File: src/rtl/core/wsd_pkg.sv
// ----------------------------------------------------------------------------
// wsd_pkg
// Shared types and constants of the websocket frame deframer.
// ----------------------------------------------------------------------------
package wsd_pkg;

	localparam int unsigned WSD_QDEPTH = 2;

	localparam logic [3:0] OP_BINARY = 4'h2;
	localparam logic [3:0] OP_CLOSE  = 4'h8;
	localparam logic [3:0] OP_PING   = 4'h9;
	localparam logic [3:0] OP_PONG   = 4'hA;

	localparam logic [6:0] LEN_EXT16 = 7'd126;
	localparam logic [6:0] LEN_EXT64 = 7'd127;

	localparam logic [2:0] ST_PAYLOAD    = 3'd0;
	localparam logic [2:0] ST_EMPTY_CTRL = 3'd1;
	localparam logic [2:0] ST_CLOSE      = 3'd2;
	localparam logic [2:0] ST_LONG_LEN   = 3'd3;
	localparam logic [2:0] ST_BAD_OP     = 3'd4;
	localparam logic [2:0] ST_BAD_BIN    = 3'd5;
	localparam logic [2:0] ST_TOO_LONG   = 3'd6;

	// One classified item passed from the parser to the output side.
	typedef struct packed {
		logic [7:0] data;
		logic [7:0] key;
		logic       kind;
		logic       last;
		logic [2:0] status;
	} cmd_t;

	// Push side of the queue as seen from the parser.
	typedef struct packed {
		logic push;
		cmd_t cmd;
	} push_t;

endpackage

File: src/rtl/core/wsd_if.sv
// ----------------------------------------------------------------------------
// wsd_if
// Valid/ready channels for link bytes and for deframed results.
// ----------------------------------------------------------------------------
interface wsd_byte_if;
	logic       valid;
	logic       ready;
	logic [7:0] byte_in;

	modport source (output valid, output byte_in, input ready);
	modport sink   (input valid, input byte_in, output ready);
endinterface

interface wsd_res_if;
	logic       valid;
	logic       ready;
	logic [7:0] data_byte;
	logic       frame_kind;
	logic       last_in_frame;
	logic [2:0] status;

	modport source (output valid, output data_byte, output frame_kind,
		output last_in_frame, output status, input ready);
	modport sink   (input valid, input data_byte, input frame_kind,
		input last_in_frame, input status, output ready);
endinterface

File: src/rtl/core/wsd_front.sv
// ----------------------------------------------------------------------------
// wsd_front
// Header parser: walks each frame header, checks it and classifies bytes.
// ----------------------------------------------------------------------------
module wsd_front (
	input  logic                clk,
	input  logic                arst_n,
	input  logic [15:0]         max_payload,
	input  logic                in_valid,
	input  logic [7:0]          in_byte,
	input  logic                q_full,
	output logic                in_ready,
	output wsd_pkg::push_t      q_push
);
	import wsd_pkg::*;

	typedef enum logic [3:0] {
		PH_HDR0, PH_HDR1, PH_EXT0, PH_EXT1,
		PH_MASK0, PH_MASK1, PH_MASK2, PH_MASK3, PH_DATA
	} phase_t;

	phase_t      phase_q, phase_d;
	logic        final_q;
	logic [3:0]  opcode_q;
	logic        mask_q;
	logic [15:0] len_q;
	logic [31:0] key_q;
	logic [15:0] count_q;
	logic        halted_q, halted_d;
	logic        accept;

	logic [15:0] hd_len;
	logic        hd_empty, is_ping, is_pong;
	logic [2:0]  hd_status;
	logic        hd_emit, hd_halt;
	logic        hd_end;
	logic [16:0] count_inc;
	logic        data_last;
	logic [7:0]  key_byte;

	assign in_ready = !q_full;
	assign accept   = in_valid && in_ready && !halted_q;

	assign is_ping   = (opcode_q == OP_PING);
	assign is_pong   = (opcode_q == OP_PONG);
	assign count_inc = {1'b0, count_q} + 17'd1;
	assign data_last = (count_inc >= {1'b0, len_q});

	always_comb begin
		unique case (count_q[1:0])
			2'd0:    key_byte = key_q[31:24];
			2'd1:    key_byte = key_q[23:16];
			2'd2:    key_byte = key_q[15:8];
			default: key_byte = key_q[7:0];
		endcase
	end

	// Length as it stands when the header ends on this byte.
	always_comb begin
		unique case (phase_q)
			PH_HDR1: hd_len = {9'd0, in_byte[6:0]};
			PH_EXT1: hd_len = {len_q[15:8], in_byte};
			default: hd_len = len_q;
		endcase
	end
	assign hd_empty = (hd_len == 16'd0);

	// End-of-header checks, in order of precedence.
	always_comb begin
		hd_status = ST_PAYLOAD;
		hd_emit   = 1'b0;
		hd_halt   = 1'b0;
		priority if (hd_len > max_payload) begin
			hd_status = ST_TOO_LONG; hd_emit = 1'b1; hd_halt = 1'b1;
		end else if (is_ping || is_pong) begin
			hd_status = ST_EMPTY_CTRL; hd_emit = hd_empty;
		end else if (opcode_q == OP_CLOSE) begin
			hd_status = ST_CLOSE; hd_emit = 1'b1; hd_halt = 1'b1;
		end else if (opcode_q != OP_BINARY) begin
			hd_status = ST_BAD_OP; hd_emit = 1'b1; hd_halt = 1'b1;
		end else if (!final_q || hd_empty) begin
			hd_status = ST_BAD_BIN; hd_emit = 1'b1; hd_halt = 1'b1;
		end else begin
			hd_status = ST_PAYLOAD;
		end
	end

	always_comb begin
		phase_d     = phase_q;
		halted_d    = halted_q;
		q_push.push = 1'b0;
		q_push.cmd  = '0;
		hd_end      = 1'b0;
		if (accept) begin
			unique case (phase_q)
				PH_HDR0: phase_d = PH_HDR1;
				PH_HDR1: begin
					if (in_byte[6:0] == LEN_EXT64) begin
						q_push.push       = 1'b1;
						q_push.cmd.status = ST_LONG_LEN;
						halted_d          = 1'b1;
						phase_d           = PH_HDR0;
					end else if (in_byte[6:0] == LEN_EXT16) begin
						phase_d = PH_EXT0;
					end else if (in_byte[7]) begin
						phase_d = PH_MASK0;
					end else begin
						hd_end = 1'b1;
					end
				end
				PH_EXT0: phase_d = PH_EXT1;
				PH_EXT1: begin
					if (mask_q) begin
						phase_d = PH_MASK0;
					end else begin
						hd_end = 1'b1;
					end
				end
				PH_MASK0: phase_d = PH_MASK1;
				PH_MASK1: phase_d = PH_MASK2;
				PH_MASK2: phase_d = PH_MASK3;
				PH_MASK3: hd_end  = 1'b1;
				PH_DATA: begin
					if (data_last) begin
						phase_d = PH_HDR0;
					end
					q_push.push     = !is_pong;
					q_push.cmd.data = in_byte;
					q_push.cmd.key  = mask_q ? key_byte : 8'd0;
					q_push.cmd.kind = is_ping;
					q_push.cmd.last = data_last;
				end
				default: phase_d = PH_HDR0;
			endcase
			if (hd_end) begin
				q_push.push       = hd_emit;
				q_push.cmd.status = hd_status;
				q_push.cmd.kind   = hd_emit && !hd_halt && is_ping;
				halted_d          = hd_halt;
				phase_d           = (hd_emit || hd_halt) ? PH_HDR0 : PH_DATA;
			end
		end
	end

	always_ff @(posedge clk or negedge arst_n) begin
		if (!arst_n) begin
			phase_q  <= PH_HDR0;
			halted_q <= 1'b0;
			final_q  <= 1'b0;
			opcode_q <= '0;
			mask_q   <= 1'b0;
			len_q    <= '0;
			key_q    <= '0;
			count_q  <= '0;
		end else begin
			phase_q  <= phase_d;
			halted_q <= halted_d;
			if (accept) begin
				unique case (phase_q)
					PH_HDR0: begin
						final_q  <= in_byte[7];
						opcode_q <= in_byte[3:0];
					end
					PH_HDR1: begin
						mask_q  <= in_byte[7];
						len_q   <= hd_len;
						count_q <= '0;
					end
					PH_EXT0: len_q <= {in_byte, 8'd0};
					PH_EXT1: begin
						len_q   <= hd_len;
						count_q <= '0;
					end
					PH_MASK0, PH_MASK1, PH_MASK2, PH_MASK3: begin
						key_q   <= {key_q[23:0], in_byte};
						count_q <= '0;
					end
					PH_DATA: count_q <= count_inc[15:0];
					default: count_q <= count_q;
				endcase
			end
		end
	end

endmodule

File: src/rtl/core/wsd_queue.sv
// ----------------------------------------------------------------------------
// wsd_queue
// Short FIFO of classified items between parser and output stage.
// ----------------------------------------------------------------------------
module wsd_queue #(
	parameter int unsigned DEPTH = wsd_pkg::WSD_QDEPTH
) (
	input  logic           clk,
	input  logic           arst_n,
	input  wsd_pkg::push_t wr,
	input  logic           pop,
	output logic           full,
	output logic           empty,
	output wsd_pkg::cmd_t  rd_cmd
);
	import wsd_pkg::*;

	localparam int unsigned PW = (DEPTH > 1) ? $clog2(DEPTH) : 1;
	localparam int unsigned CW = $clog2(DEPTH + 1);
	localparam logic [PW-1:0] LAST_PTR = PW'(DEPTH - 1);

	cmd_t          mem_q [DEPTH];
	logic [PW-1:0] wr_ptr_q, rd_ptr_q;
	logic [CW-1:0] count_q;
	logic          do_push, do_pop;

	assign full    = (count_q == CW'(DEPTH));
	assign empty   = (count_q == '0);
	assign do_push = wr.push && !full;
	assign do_pop  = pop && !empty;
	assign rd_cmd  = mem_q[rd_ptr_q];

	always_ff @(posedge clk) begin
		if (do_push) begin
			mem_q[wr_ptr_q] <= wr.cmd;
		end
	end

	always_ff @(posedge clk or negedge arst_n) begin
		if (!arst_n) begin
			wr_ptr_q <= '0;
			rd_ptr_q <= '0;
			count_q  <= '0;
		end else begin
			if (do_push) begin
				wr_ptr_q <= (wr_ptr_q == LAST_PTR) ? '0 : wr_ptr_q + PW'(1);
			end
			if (do_pop) begin
				rd_ptr_q <= (rd_ptr_q == LAST_PTR) ? '0 : rd_ptr_q + PW'(1);
			end
			unique case ({do_push, do_pop})
				2'b10:   count_q <= count_q + CW'(1);
				2'b01:   count_q <= count_q - CW'(1);
				default: count_q <= count_q;
			endcase
		end
	end

endmodule

File: src/rtl/core/wsd_back.sv
// ----------------------------------------------------------------------------
// wsd_back
// Output stage: unmasks queued items and holds them in the result register.
// ----------------------------------------------------------------------------
module wsd_back (
	input  logic          clk,
	input  logic          arst_n,
	input  logic          q_empty,
	input  wsd_pkg::cmd_t q_cmd,
	output logic          q_pop,
	output logic          res_valid,
	input  logic          res_ready,
	output logic [7:0]    data_byte,
	output logic          frame_kind,
	output logic          last_in_frame,
	output logic [2:0]    status
);
	import wsd_pkg::*;

	logic       valid_q;
	logic [7:0] data_q;
	logic       kind_q, last_q;
	logic [2:0] status_q;

	// Refill the result register whenever it is empty or being taken.
	assign q_pop = !q_empty && (!valid_q || res_ready);

	always_ff @(posedge clk or negedge arst_n) begin
		if (!arst_n) begin
			valid_q <= 1'b0;
		end else if (!valid_q || res_ready) begin
			valid_q <= !q_empty;
		end
	end

	always_ff @(posedge clk) begin
		if (q_pop) begin
			data_q   <= q_cmd.data ^ q_cmd.key;
			kind_q   <= q_cmd.kind;
			last_q   <= q_cmd.last;
			status_q <= q_cmd.status;
		end
	end

	assign res_valid     = valid_q;
	assign data_byte     = data_q;
	assign frame_kind    = kind_q;
	assign last_in_frame = last_q;
	assign status        = status_q;

endmodule

File: src/rtl/core/websocket_frame_deframer.sv
// ----------------------------------------------------------------------------
// websocket_frame_deframer
// Frame parser for a masked websocket-style link byte stream.
// ----------------------------------------------------------------------------
// Takes one link byte per cycle while the queue is not full and gives at most
// one result per byte. A result passes from the header parser into a short
// queue and then through the unmasking output register. The queue lets the
// input keep flowing for up to QDEPTH results while the result side stalls;
// once the queue is full, byte_ch.ready drops. After a terminal status the
// block swallows all further bytes until reset. max_payload may be rewritten
// only while idle.
module websocket_frame_deframer #(
	parameter int unsigned QDEPTH = wsd_pkg::WSD_QDEPTH
) (
	input  logic          clk,
	input  logic          arst_n,
	input  logic          cfg_we,
	input  logic [15:0]   cfg_wdata,
	wsd_byte_if.sink      byte_ch,
	wsd_res_if.source     res_ch
);
	import wsd_pkg::*;

	logic [15:0] max_payload_q;
	push_t       push;
	cmd_t        q_cmd;
	logic        q_full, q_empty, q_pop;

	always_ff @(posedge clk or negedge arst_n) begin
		if (!arst_n) begin
			max_payload_q <= 16'hFFFF;
		end else if (cfg_we) begin
			max_payload_q <= cfg_wdata;
		end
	end

	wsd_front u_front (
		.clk         (clk),
		.arst_n      (arst_n),
		.max_payload (max_payload_q),
		.in_valid    (byte_ch.valid),
		.in_byte     (byte_ch.byte_in),
		.q_full      (q_full),
		.in_ready    (byte_ch.ready),
		.q_push      (push)
	);

	wsd_queue #(.DEPTH(QDEPTH)) u_queue (
		.clk    (clk),
		.arst_n (arst_n),
		.wr     (push),
		.pop    (q_pop),
		.full   (q_full),
		.empty  (q_empty),
		.rd_cmd (q_cmd)
	);

	wsd_back u_back (
		.clk           (clk),
		.arst_n        (arst_n),
		.q_empty       (q_empty),
		.q_cmd         (q_cmd),
		.q_pop         (q_pop),
		.res_valid     (res_ch.valid),
		.res_ready     (res_ch.ready),
		.data_byte     (res_ch.data_byte),
		.frame_kind    (res_ch.frame_kind),
		.last_in_frame (res_ch.last_in_frame),
		.status        (res_ch.status)
	);

endmodule

File: src/flat_wrapper.sv
// flat-port wrapper written by rule: the top's interface ports become plain ports
module websocket_frame_deframer_flat import wsd_pkg::*;
#(
	parameter int unsigned QDEPTH = wsd_pkg::WSD_QDEPTH
)
  (clk, arst_n, cfg_we, cfg_wdata, byte_ch_valid, byte_ch_byte_in, byte_ch_ready, res_ch_valid, res_ch_data_byte, res_ch_frame_kind, res_ch_last_in_frame, res_ch_status, res_ch_ready);
  wsd_byte_if byte_ch_i ();
  wsd_res_if res_ch_i ();
  input  logic clk;
  input  logic arst_n;
  input  logic cfg_we;
  input  logic [15:0] cfg_wdata;
  input wire logic [$bits(byte_ch_i.valid)-1:0] byte_ch_valid;
  input wire logic [$bits(byte_ch_i.byte_in)-1:0] byte_ch_byte_in;
  output wire logic [$bits(byte_ch_i.ready)-1:0] byte_ch_ready;
  output wire logic [$bits(res_ch_i.valid)-1:0] res_ch_valid;
  output wire logic [$bits(res_ch_i.data_byte)-1:0] res_ch_data_byte;
  output wire logic [$bits(res_ch_i.frame_kind)-1:0] res_ch_frame_kind;
  output wire logic [$bits(res_ch_i.last_in_frame)-1:0] res_ch_last_in_frame;
  output wire logic [$bits(res_ch_i.status)-1:0] res_ch_status;
  input wire logic [$bits(res_ch_i.ready)-1:0] res_ch_ready;
  assign byte_ch_i.valid = byte_ch_valid;
  assign byte_ch_i.byte_in = byte_ch_byte_in;
  assign byte_ch_ready = byte_ch_i.ready;
  assign res_ch_valid = res_ch_i.valid;
  assign res_ch_data_byte = res_ch_i.data_byte;
  assign res_ch_frame_kind = res_ch_i.frame_kind;
  assign res_ch_last_in_frame = res_ch_i.last_in_frame;
  assign res_ch_status = res_ch_i.status;
  assign res_ch_i.ready = res_ch_ready;
  websocket_frame_deframer #(.QDEPTH(QDEPTH)) u_core (.clk(clk), .arst_n(arst_n), .cfg_we(cfg_we), .cfg_wdata(cfg_wdata), .byte_ch(byte_ch_i), .res_ch(res_ch_i));
endmodule
File: config.mk
export PLATFORM = sky130hd
export DESIGN_NAME = websocket_frame_deframer_flat
export DESIGN_NICKNAME = d
export VERILOG_FILES = /design/src/rtl/core/wsd_pkg.sv /design/src/rtl/core/wsd_if.sv /design/src/rtl/core/wsd_front.sv /design/src/rtl/core/wsd_queue.sv /design/src/rtl/core/wsd_back.sv /design/src/rtl/core/websocket_frame_deframer.sv /design/src/flat_wrapper.sv
export SDC_FILE = /design/constraint.sdc
export NUM_CORES = 1
export LEC_CHECK = 0
export ABC_AREA = 0
export BUFFER_PORTS_ARGS = -buffer_cell sky130_fd_sc_hd__buf_2
export CAP_MARGIN = 20
export CORE_MARGIN = 2
export CORE_UTILIZATION = 25
export CTS_CLUSTER_DIAMETER = 60
export CTS_CLUSTER_SIZE = 10
export DETAILED_ROUTE_END_ITERATION = 10
export GPL_ROUTABILITY_DRIVEN = 0
export PLACE_DENSITY_LB_ADDON = 0.08
export SYNTH_ARGS = -nofsm -noshare
export SYNTH_HDL_FRONTEND = slang
export SYNTH_SLANG_ARGS = --single-unit
File: constraint.sdc
create_clock -name clk -period 10.1 [get_ports clk]
set_input_delay 2.02 -clock clk [delete_from_list [all_inputs] [get_ports clk]]
set_output_delay 2.02 -clock clk [all_outputs]
set_load 0.05 [all_outputs]
# After elaboration in Yosys (flattened, before gate mapping)
# Memories as Yosys holds them, arrays and structs flattened.
# Index checks and enable logic that the tools add are counted.
[word_totals] register_bits=109 mem_bits_rw=42 input_bits=29 output_inout_bits=15 word_cells=134 mem_count=1
[mem_list] memory="u_core.u_queue.mem_q" depth=2 word_bits=21 rd=1 rd_clocked_by_memory_dff=0 wr=1 line_no="wsd_queue.sv:22" rtl="cmd_t mem_q [DEPTH];"
[op_classes] add_sub_neg=5 n_lt_le_gt_ge=2 eq_ne=23 muxes=48 n_bitwise=1 reduce_logical=37
[ops] operator="case mux 16 bit (2 select lines)" n=3
[ops] operator="case mux 4 bit (9 select lines)" n=1
[ops] operator="2-to-1 mux 4 bit" n=7
[ops] operator="case mux 8 bit (3 select lines)" n=1
[ops] operator="2-to-1 mux 1 bit" n=22
[ops] operator="2-to-1 mux 22 bit" n=1
[ops] operator="2-to-1 mux 3 bit" n=7
[ops] operator="2-to-1 mux 18 bit" n=1
[ops] operator="adder 16 x 1 -> 17 bit, second input constant" n=1
[ops] operator=">= comparator 17 x 16 -> 1 bit" n=1
[ops] operator="equality test 4 x 3 -> 1 bit, second input constant" n=4
[ops] operator="equality test 4 bit, second input constant" n=4
[ops] operator="greater-than comparator 16 bit" n=1
[ops] operator="logical NOT 16 bit" n=1
[ops] operator="equality test 7 bit, second input constant" n=2
[ops] operator="AND reduction 2 bit" n=5
[ops] operator="nonzero test 2 bit" n=5
[ops] operator="equality test 4 x 2 -> 1 bit, second input constant" n=2
[ops] operator="2-to-1 mux 8 bit" n=1
[ops] operator="XOR 8 bit" n=1
[ops] operator="logical AND 1 bit" n=7
[ops] operator="logical NOT 1 bit" n=7
[ops] operator="equality test 2 bit, second input constant" n=3
[ops] operator="inequality test 3 bit, second input constant" n=2
[ops] operator="20 further kinds" n=26

# Depth between registers and ports, before layout
[depth] depth_word=17 mapped_depth=15 depth_no_buf=13

# Cells and area by module
# Synthesis repeated with hierarchy kept, for this count alone.
[hier_totals] hier_cells=660 area_unflattened_um2=7693.6
[modules_own_cells] mod="wsd_front" instances=1 cells_each=517 area_each_um2=4797.1
[modules_own_cells] mod="wsd_queue" instances=1 cells_each=83 area_each_um2=1716.6
[modules_own_cells] mod="websocket_frame_deframer" instances=1 cells_each=34 area_each_um2=669.4
[modules_own_cells] mod="wsd_back" instances=1 cells_each=26 area_each_um2=510.5

# Worst setup path before layout
# No wires, ideal clock.
[synth_timing] path_kind="input port to flip-flop" from="input byte_ch_byte_in[7]" to="memory u_core.u_queue.mem_q[1][0] in the netlist's numbering (enable)" setup_ps=399 t_arrival_ps=4390 required_time_ps=9701 setup_slack_ps=5311 stages=9 path_buffers=0 cell_sequence="nand2_1 o21ai_0 ha_1 nand2_1 nor4_1 o21ai_1 a32oi_2 o41ai_4 nor2_1"
[synth_between] elab_chain_len=13 elab_cells_between_ends=19
[synth_lines] element="start: declaration" line_no="flat_wrapper.sv:14" rtl="input wire logic [$bits(byte_ch_i.byte_in)-1:0] byte_ch_byte_in;"
[synth_lines] element="case mux 16 bit (2 select lines)" line_no="wsd_front.sv:60" rtl="unique case (phase_q)"
[synth_lines] element="logical NOT 16 bit" line_no="wsd_front.sv:66" rtl="assign hd_empty = (hd_len == 16'd0);"
[synth_lines] element="logical OR 1 bit" line_no="wsd_front.sv:81" rtl="end else if (!final_q || hd_empty) begin"
[synth_lines] element="2-to-1 mux 1 bit" line_no="wsd_front.sv:81"
[synth_lines] element="2-to-1 mux 1 bit" line_no="wsd_front.sv:79" rtl="end else if (opcode_q != OP_BINARY) begin"
[synth_lines] element="2-to-1 mux 1 bit" line_no="wsd_front.sv:77" rtl="end else if (opcode_q == OP_CLOSE) begin"
[synth_lines] element="2-to-1 mux 1 bit" line_no="wsd_front.sv:75" rtl="end else if (is_ping || is_pong) begin"
[synth_lines] element="2-to-1 mux 1 bit" line_no="wsd_front.sv:73" rtl="priority if (hd_len > max_payload) begin"
[synth_lines] element="2-to-1 mux 1 bit *" line_no="wsd_front.sv:135" rtl="if (hd_end) begin"
[synth_lines] element="2-to-1 mux 22 bit *" line_no="wsd_front.sv:94" rtl="if (accept) begin"
[synth_lines] element="logical AND 1 bit *" line_no="wsd_queue.sv:29" rtl="assign do_push = wr.push && !full;"
[synth_lines] element="2-to-1 mux 1 bit *" line_no="wsd_queue.sv:34" rtl="if (do_push) begin"
[synth_lines] element="2-to-1 mux 1 bit (implied by the code) *" line_no="wsd_queue.sv:35" rtl="mem_q[wr_ptr_q] <= wr.cmd;"
[synth_lines] element="end: declaration" line_no="wsd_queue.sv:22"
# Mark *: on every way between the ends. The rest lies on a longest branch, timed or not. The select of a mux whose other input is x is not followed.

# Worst setup path after layout
[layout_timing] from="input byte_ch_byte_in[7]" to="register u_core.u_queue.count_q[1]"
[layout_between] elab_chain_len=13 elab_cells_between_ends=21
[layout_lines] element="case mux 16 bit (2 select lines)" line_no="wsd_front.sv:60"
[layout_lines] element="logical NOT 16 bit" line_no="wsd_front.sv:66"
[layout_lines] element="logical OR 1 bit" line_no="wsd_front.sv:81"
[layout_lines] element="2-to-1 mux 1 bit" line_no="wsd_front.sv:81"
[layout_lines] element="2-to-1 mux 1 bit" line_no="wsd_front.sv:79"
[layout_lines] element="2-to-1 mux 1 bit" line_no="wsd_front.sv:77"
[layout_lines] element="2-to-1 mux 1 bit" line_no="wsd_front.sv:75"
[layout_lines] element="2-to-1 mux 1 bit" line_no="wsd_front.sv:73"
[layout_lines] element="2-to-1 mux 1 bit *" line_no="wsd_front.sv:135"
[layout_lines] element="2-to-1 mux 22 bit *" line_no="wsd_front.sv:94"
[layout_lines] element="logical AND 1 bit *" line_no="wsd_queue.sv:29"
[layout_lines] element="equality test 2 x 1 -> 1 bit or equality test 2 bit (tied branches)" line_no="wsd_queue.sv:51" rtl="unique case ({do_push, do_pop})"
[layout_lines] element="case mux 2 bit (2 select lines) or nonzero test 2 bit (tied branches)"
[layout_lines] element="end signal: assignment" line_no="wsd_queue.sv:52" rtl="2'b10: count_q <= count_q + CW'(1);"
[layout_lines] element="end signal: assignment" line_no="wsd_queue.sv:53" rtl="2'b01: count_q <= count_q - CW'(1);"
[layout_lines] element="end signal: assignment" line_no="wsd_queue.sv:54" rtl="default: count_q <= count_q;"
[layout_lines] element="end: declaration" line_no="wsd_queue.sv:24" rtl="logic [CW-1:0] count_q;"
# Marked as above.
# A chain may end at the register's enable or synchronous reset.

==> out/qor.log <==
[run_status] run status finished, final reports clean
[timing] Slew Viols, Final 0
[power_and_ir_drop] Lkg Pwr 3.65 nW
[critical_path] slowest library cell on the worst path o41ai_4
[timing] Max Fclk 219 MHz
[global_routing] via count of the first global-routing pass 5433
[placement] standard cell area after detailed placement 8240 sq um
[logic_synthesis] total number of yosys warnings 0
[clocking] number of H-tree branching levels 4
[power_and_ir_drop] peak supply drop 0.000104 V
[cells_and_area] diode insertion count for antenna repair 0
[cells_and_area] number of nets in the final layout 790
[critical_path] R2R cell count 10
[placement] DP Worst Slack 5.10 ns
[logic_synthesis] register area share after synthesis 53.5%
[routing] antenna-violating nets left 0
[routing] vias post-DR 5232
[logic_synthesis] Avg Synthesized Cell Area 11.2 sq um
[logic_synthesis] synth unique cells 64
[power_and_ir_drop] power density over the cells 267 nW/um^2
[logic_synthesis] synthesized net count 749
[clocking] CTS Hold Buffers Added 0
[logic_synthesis] Post-synth EDFFs 55
[floorplanning] floorplan die area 31900 sq um
[floorplanning] Core Area 29800 sq um
[floorplanning] starting utilization of the core area 25.6%
[logic_synthesis] total standard cell area after synthesis 7620 sq um
[timing] Min Hold Slack 0.489 ns
[worst_hold_path] path type of the worst min-delay path flop to flop
[cells_and_area] area added between synthesis and finish 16.2%
[timing] final hold violation count 0
[critical_path] Critical path buffers and inverters 1
[worst_hold_path] worst hold endpoint u_core.u_queue.count_q[1]
[cells_and_area] fraction of layout instances using a drive strength above 1 22.0%
[cells_and_area] final core utilization 29.7%
[timing] share of the clock period used by the worst path 45.2%
[clocking] clock latency reported for the late side of the worst-skew pair 0.44 ns
[timing] number of failing setup endpoints in the final timing report 0
[flow_run] max_cap viols 0
[floorplanning] boundary pin count 44
[floorplanning] # rows 63
[routing] WL final 19.7 mm
[routing] residual DRC count 0
[floorplanning] y dimension of the die 179 um
[clocking] Post-CTS Setup Repair Bufs 0
[routing] DR pass1 iterations 5
[critical_path] setup slack of the worst register-to-register path 5.86 ns
[worst_hold_path] hold_sp u_core.u_queue.count_q[1]
[logic_synthesis] Post-Synthesis Cells 683
[cells_and_area] final instance area 8850 sq um
[placement] DPL Wire Length 14.3 mm
[placement] number of buffers added on ports 43
[logic_synthesis] post-synthesis async set-or-reset flop share 63.6%
[timing] crit path time final 4.57 ns
[logic_synthesis] Primary FF master, synth dfrtp_1
[global_routing] first-pass GRT wire length 31.3 mm
[cells_and_area] number of fill cells in the layout 3118
[worst_hold_path] hold depth 1
[critical_path] startpoint type of the worst setup path input pin
[routing] drt first-iter violations 256
[timing] Max transition margin 38.5%
[critical_path] critical path type input pin to flop
[critical_path] family with the most delay on the worst path compound AO/OA/AOI/OAI gates
[global_routing] aggregate global-route resource usage 13.2%
[critical_path] critical path endpoint category flop
[global_routing] total grt overflow 0
[critical_path] Crit Reg-Reg Startpoint u_core.u_front.count_q[0]
[floorplanning] horizontal die dimension 179 um
[global_routing] maximum number of pins on one net before global-route repair 67
[global_routing] number of antenna violations at the first check in global routing 0
[clocking] TritonCTS clock tree built
[clocking] Num Clock Sinks 151
[clocking] TritonCTS buffer count 17
[clocking] maximum clock path buffer count 2
[clocking] CTS-repair resized insts 0
[critical_path] required time of the worst setup path 10.46 ns
[critical_path] peak per-stage delay on the critical path 0.51 ns
[clocking] CTS clock-pin slew for the worst setup and hold paths 0.07 ns
[routing] wire per inst 17.5 um
[logic_synthesis] post-synthesis register bit count 151
[timing] Fin Setup TNS 0 ns
[critical_path] Critical Path, Cell by Cell buf_2 > nand2_1 > o21ai_0 > ha_1 > a21oi_1 > o21ai_0 > a2111oi_2 > a32oi_2 > o41ai_4 > ha_1 > nor2_1 > xor2_1
[timing] setup repair after global routing missed its margin no
[critical_path] FF-to-FF End u_core.u_queue.mem_q[0][3]
[timing] Setup WS post-layout 5.53 ns
[routing] vias per std cell 4.64
[clocking] cell at the root of the clock tree clkbuf_16
[critical_path] Worst Path Max Fanout 8
[timing] Layout Skew 0.0296 ns
[critical_path] Crit path arrival time 4.93 ns
[timing] transition time of the tightest slew-check pin 0.922 ns
[cell type report]
| class | instances | area (sq um) | area share, % |
|---|---|---|---|
| Clock buffer | 17 | 425 | 4.80 |
| Tap cell | 390 | 488 | 5.51 |
| Clock inverter | 15 | 180 | 2.04 |
| Sequential cell | 151 | 4070 | 46.0 |
| Inverter | 43 | 161 | 1.82 |
| Multi-Input combinational cell | 460 | 3250 | 36.7 |
| Timing Repair Buffer | 51 | 278 | 3.14 |
[layout by cell type, fill, tap and decap left out, types with 3 or more instances in the layout]
cell type,count
xor2_1,17
edfxtp_1,55
inv_1,43
dfstp_2,16
dfrtp_1,80
a21o_1,3
nor4_1,5
nor3_1,3
clkinv_8,6
and3_1,4
a222oi_1,8
nand2b_1,7
a21oi_1,30
and2_1,9
buf_2,42
nor2_1,54
nor2b_1,5
mux2_2,44
o22ai_1,3
nand4_1,4
clkbuf_16,17
o21ai_0,56
a22o_1,12
inv_6,4
ha_1,37
and4_1,6
nand3_1,12
buf_4,9
xnor2_1,20
o21ai_1,6
o31ai_1,7
nand2_1,66
[per-stage QoR]
step	power, mW	instances
3_5_place_dp	1.75	1094
6_report	2.36	1127
2_1_floorplan	1.52	683
4_1_cts	2.40	1126
5_1_grt	2.54	1127
3_3_place_gp	1.73	1094
[power breakdown]
part / total, mW / switching [mW] / internal (mW)
clock network: 0.641 / 0.307 / 0.334
registers: 0.953 / 0.145 / 0.807
logic: 0.771 / 0.465 / 0.306
[cell families after synthesis]
logic type / Yosys count / synth area share, %
simple gates: 196 / 12.8
compound gates: 146 / 12.8
buf+inv: 72 / 4.09
fa+ha+maj: 37 / 6.07
flops: 151 / 53.5
xor+xnor: 37 / 4.25
mux: 44 / 6.50
[worst max-delay path by stage]
stage / start / end / slack (ns) / cells past startpoint
CTS: byte_ch_byte_in[7] / u_core.u_queue.count_q[1] / 5.54 / 12
global route: byte_ch_byte_in[7] / u_core.u_queue.count_q[1] / 5.29 / 12
detailed placement: byte_ch_byte_in[7] / u_core.u_queue.count_q[1] / 5.10 / 12
finish: byte_ch_byte_in[7] / u_core.u_queue.count_q[1] / 5.53 / 12
floorplan: byte_ch_byte_in[7] / u_core.u_queue.mem_q[1][0] / 5.31 / 9
global placement: byte_ch_byte_in[7] / u_core.u_queue.count_q[1] / 5.14 / 12
[metal layers]
layer	share of wire, %	global-route usage [%]	wire length (um)	vias up
met2	51	23.3	10100	77
met1	45	16.3	8820	2608
met5	0	0	0	-
li1	-	-	-	2529
met3	2.8	2.41	556	18
met4	1.3	3.62	259	0
[flip-flops by register name (all words and copies together), names as in the netlist, 2 cells and up]
signal and cells:
u_core.u_queue.mem_q 42, u_core.u_front.key_q 32, u_core.max_payload_q 16, u_core.u_front.count_q 16, u_core.u_front.len_q 16, u_core.u_back.data_byte 8
u_core.u_front.opcode_q 4, u_core.u_front.phase_q 4, u_core.u_back.status 3, u_core.u_queue.count_q 2
[synth_stat cells (3+ instances only)]
master,instances,area share [%]
dfrtp_1,80,26
nand2_1,66,3.3
o21ai_0,56,3.7
edfxtp_1,55,22
nor2_1,54,2.7
mux2_2,44,6.5
inv_1,43,2.1
ha_1,37,6.1
a21oi_1,30,2.0
xnor2_1,20,2.3
clkbuf_1,18,0.89
xor2_1,17,2.0
dfstp_2,16,5.5
a22o_1,12,1.4
nand3_1,12,0.79
and2_1,9,0.74
a222oi_1,8,1.1
nand2b_1,7,0.57
o31ai_1,7,0.69
and4_1,6,0.69
buf_2,6,0.39
o21ai_1,6,0.39
nor2b_1,5,0.41
nor4_1,5,0.41
and3_1,4,0.33
buf_6,4,0.59
nand4_1,4,0.33
nor3_1,4,0.26
a21o_1,3,0.30
nor4b_1,3,0.34
o22ai_1,3,0.25
Note: power is estimated with default switching activity, not from simulation.
